===== src/rtl/cbcr_isqrt.sv =====
`timescale 1ns / 1ps
// ----------------------------------------------------------------------------
// cbcr_isqrt
// pipelined integer square root, one root bit per stage, with sideband
// ----------------------------------------------------------------------------
module cbcr_isqrt #(
    parameter int RAD_W  = 50,
    parameter int SIDE_W = 8
) (
    input  logic                 i_clk,
    input  logic                 i_rst_n,
    input  logic                 i_en,
    input  logic                 i_valid,
    input  logic [RAD_W-1:0]     i_rad,
    input  logic [SIDE_W-1:0]    i_side,
    output logic                 o_valid,
    output logic [RAD_W/2-1:0]   o_root,
    output logic [SIDE_W-1:0]    o_side
);
    localparam int NS = RAD_W / 2;

    logic              r_v    [NS];
    logic [RAD_W-1:0]  r_rad  [NS];
    logic [NS-1:0]     r_root [NS];
    logic [NS+1:0]     r_rem  [NS];
    logic [SIDE_W-1:0] r_side [NS];

    for (genvar k = 0; k < NS; k++) begin : g_stage
        logic              p_v;
        logic [RAD_W-1:0]  p_rad;
        logic [NS-1:0]     p_root;
        logic [NS+1:0]     p_rem;
        logic [SIDE_W-1:0] p_side;
        logic [NS+3:0]     rem_sh;
        logic [NS+3:0]     trial;
        logic [NS+3:0]     diff;
        logic              ge;
        logic [NS+1:0]     n_rem;

        if (k == 0) begin : g_first
            assign p_v    = i_valid;
            assign p_rad  = i_rad;
            assign p_root = '0;
            assign p_rem  = '0;
            assign p_side = i_side;
        end else begin : g_next
            assign p_v    = r_v[k-1];
            assign p_rad  = r_rad[k-1];
            assign p_root = r_root[k-1];
            assign p_rem  = r_rem[k-1];
            assign p_side = r_side[k-1];
        end

        assign rem_sh = {p_rem, p_rad[RAD_W-1 -: 2]};
        assign trial  = {2'b00, p_root, 2'b01};
        assign ge     = (rem_sh >= trial);
        assign diff   = rem_sh - trial;
        assign n_rem  = ge ? diff[NS+1:0] : rem_sh[NS+1:0];

        always_ff @(posedge i_clk) begin
            if (!i_rst_n) begin
                r_v[k] <= 1'b0;
            end else if (i_en) begin
                r_v[k] <= p_v;
            end
        end

        always_ff @(posedge i_clk) begin
            if (i_en) begin
                r_rad[k]  <= p_rad << 2;
                r_root[k] <= {p_root[NS-2:0], ge};
                r_rem[k]  <= n_rem;
                r_side[k] <= p_side;
            end
        end
    end

    assign o_valid = r_v[NS-1];
    assign o_root  = r_root[NS-1];
    assign o_side  = r_side[NS-1];

endmodule


===== config.mk =====
export PLATFORM = sky130hd
export DESIGN_NAME = cbcr_isqrt
export DESIGN_NICKNAME = d
export VERILOG_FILES = /design/src/rtl/cbcr_isqrt.sv
export SDC_FILE = /design/constraint.sdc
export NUM_CORES = 2
export LEC_CHECK = 0
export BUFFER_PORTS_ARGS = -buffer_cell sky130_fd_sc_hd__buf_2
export CAP_MARGIN = 20
export CORE_MARGIN = 2
export CORE_UTILIZATION = 53
export CTS_BUF_LIST = sky130_fd_sc_hd__clkbuf_4
export DETAILED_ROUTE_END_ITERATION = 6
export MAX_ROUTING_LAYER = met4
export PLACE_DENSITY = 0.82
export SLEW_MARGIN = 30
export SYNTH_ARGS = -nofsm -noshare
export SYNTH_HDL_FRONTEND = slang
export SYNTH_SLANG_ARGS = --single-unit

===== constraint.sdc =====
create_clock -name i_clk -period 3.4 [get_ports i_clk]
set_input_delay 0.68 -clock i_clk [delete_from_list [all_inputs] [get_ports i_clk]]
set_output_delay 0.68 -clock i_clk [all_outputs]
set_load 0.02 [all_outputs]

==> results.sh <==
export IMPL_status="complete, but fails checks"
export IMPL_violations="setup timing"
export IMPL_crit_top_cell="or4_4"
export IMPL_synth_cell_type_count=88
export IMPL_hold_viol=0
export IMPL_required_ns=4.37
export IMPL_power_density_nw_per_um2=616
export IMPL_numCtsBuffers=446
export IMPL_tightest_slew_ns=0.709
export IMPL_setup_violations=1
export IMPL_crit_chain="or3_4 -> or4_4 -> or4_4 -> or2_4 -> or4_4 -> nor2b_4 -> a21bo_4 -> nor4_1 -> xor2_1"
export IMPL_cp_endpoint="r_rem[1][23]"
export IMPL_setup_slack_ns=-0.00440
export IMPL_core_um2=146000
export IMPL_cts_clk_slew_worst_paths_ns=0.07
export IMPL_cts_sinks=1761
export IMPL_die_height_um=388
export IMPL_critical_path_class="reg -> reg"
export IMPL_antenna_left=0
export IMPL_clkLatencyLatePin_ns=1.35
export IMPL_wl_um=145000
export IMPL_layout_commonest_cell="edfxtp_1"
export IMPL_grt_max_degree=101
export IMPL_nNetsFinal=6869
export IMPL_r2r_slack_ns=-0.004
export IMPL_syn_nets=6105
export IMPL_drc=0
export IMPL_wire_per_inst_um=16.6
export IMPL_yosysSeqAreaShare_pct=67.8
export IMPL_drt_pass1_iter_count=6
export IMPL_ys_ff_latch=1761
export IMPL_max_clock_freq_mhz=294
export IMPL_grt_pass1_wl_um=233000
export IMPL_ios=96
export IMPL_start_kind="flop"
export IMPL_setup_tns_ns=-0.00440
export IMPL_leakage_nw=34.9
export IMPL_arrival_ns=4.37
export IMPL_crit_fanout=6
export IMPL_finalWeightedCongestion=0.964
export IMPL_max_vdd_ir_drop_mv=0.448
export IMPL_core_rowCount=140
export IMPL_place_inst=7793
export IMPL_worstRegToRegCells=9
export IMPL_layout_drive_gt1_share_pct=16.7
export IMPL_maxSlewViolCount=0
export IMPL_synth_edf_count=1760
export IMPL_postSynthCellCount=5691
export IMPL_crit_reg2reg_capture="r_rem[1][23]"
export IMPL_cts_root_buffer="clkbuf_4"
export IMPL_grt_antenna_before_repair=2
export IMPL_io_buffers=95
export IMPL_start_util_pct=53.4
export IMPL_rsz0062_at_grt="true"
export IMPL_setup_worst_path_start="r_rem[0][197]"
export IMPL_final_cell_mix="edfxtp_1, clkbuf_4, inv_1"
export IMPL_synth_warnings=0
export IMPL_h_tree_depth=5
export IMPL_syn_avg_cell_area_um2=13.7
export IMPL_routed_via_density=5.44
export IMPL_finalCritPeriodShare_pct=100
export IMPL_grtUsageTotal_pct=19.6
export IMPL_final_cells=8690
export IMPL_clockBufferDepth=4
export IMPL_cap_violations=0
export IMPL_r2r_start="r_rem[0][197]"
export IMPL_crit_path_end_kind="flop"
export IMPL_dpl_hpwl_um=98400
export IMPL_syn_to_final_growth_pct=14.8
export IMPL_cp_slowest_cell="or4_4"
export IMPL_die_w_um=388
export IMPL_maxSlewHeadroom_pct=52.3
export IMPL_die_area_um2=150000
export IMPL_cts_tree="done"
export IMPL_finalCriticalPeriod_ns=3.40
export IMPL_vias=47282
export IMPL_netlist_area_um2=78000
export IMPL_fin_skew_ns=0.132
export IMPL_drtIter0Drc=3043
export IMPL_synth_main_ff_cell="edfxtp_1"
export IMPL_first_global_vias=47724
export IMPL_total_power_w=0.0551
export IMPL_hold_path_class="in -> reg"
export IMPL_overflow=0
export IMPL_ys_async_sr_fraction_pct=0
export IMPL_cp_slowest_stage_delay_ns=0.51
[worst max-delay path, delay by kind of cell (launching register included)]
kind                      cells  cell delay, ns
DFF                           1            0.38
and+or+nand+nor               7            2.32
xor gates and xnor gates      1            0.15
AOI/OAI and AO/OA             1            0.24
[synthesized netlist by cell type, types with 36 or more instances]
cell	number	area share (%)
xnor2_1	230	2.6
a211oi_1	36	0.35
nor4_1	83	0.67
a21oi_1	312	2.0
o31ai_1	43	0.41
edfxtp_1	1760	68
or3_1	57	0.46
inv_1	432	2.1
nand2b_1	86	0.69
nor3_1	126	0.81
xor2_1	255	2.9
nand3_1	86	0.55
o21ai_0	280	1.8
mux2_2	36	0.52
nand2_1	355	1.7
o21a_1	58	0.56
nor2_1	363	1.7
ha_1	352	5.6
a21o_1	104	1.0
and3_1	62	0.50
clkbuf_1	92	0.44
nand4_1	49	0.39
nor2b_1	42	0.34
[worst min-delay path by stage]
stage / end / depth (start not counted) / slack, ns / startpoint
finish: r_side[0][7] / 2 / 0.18 / i_side[7]
global route: r_rad[0][9] / 2 / 0.05 / i_rad[9]
CTS: r_rad[0][6] / 2 / 0.007 / i_rad[6]
detailed placement: r_rad[10][27] / 0 / 0.40 / r_rad[9][25]
global placement: r_rad[9][44] / 0 / 0.40 / r_rad[8][42]
floorplan: r_rad[10][20] / 0 / 0.40 / r_rad[9][18]
[stage by stage]
step	utilization (%)	area [um2]	setup slack, ns	hold WS (ns)
2_1_floorplan	-	78000	0.0113	0.400
3_3_place_gp	56.4	82300	0.0400	0.400
3_5_place_dp	56.4	82300	-0.0258	0.405
4_1_cts	61.0	89000	-0.0179	0.00705
5_1_grt	61.3	89500	-0.110	0.0495
6_report	61.3	89500	-0.00440	0.181
[what timing repair did]
item | in CTS | in global routing
hold buffers | 115 | 0
gates resized for setup | 6 | 64
pin swaps | 1 | 18
setup endpoints to repair | 6 | 149
gates cloned | 0 | 0
hold endpoints to repair | 167 | 0
setup buffers | 1 | 15
[where the power goes]
part	leakage [nW]	switching, W	internal (W)
logic	14.6	0.00533	0.00424
registers	17.0	0.00140	0.0269
clock network	3.28	0.00806	0.00913
[cells by family after synthesis]
kind of cell / synth area share [%]
flops: 67.8
xor+xnor: 5.45
compound gates: 8.37
other cells: 0.00481
fa+ha+maj: 5.65
simple gates: 9.37
mux: 0.725
buf+inv: 2.60
[area by class of cell]
type / count / area [um2]
Antenna cell: 4 / 10.0
Clock buffer: 626 / 4700
Clock inverter: 136 / 802
Fill cell: 10757 / 56500
Inverter: 433 / 1630
Multi-Input combinational cell: 3394 / 23400
Sequential cell: 1761 / 52900
Tap cell: 1917 / 2400
Timing Repair Buffer: 419 / 3600
[metal layers]
metal	up-vias	share of wire, %	track usage [%]
li1	23038	-	-
met1	22527	40	21.7
met2	1343	52	34.0
met3	374	4.8	4.02
met4	0	3.5	9.01
met5	-	0	-
[state kept, by name (all words and copies together), names as in the netlist]
signal and cells:
r_rad 600, r_v 25, r_root 325, r_rem 611, r_side 200
No activity file was read; power rests on OpenSTA's default activity.
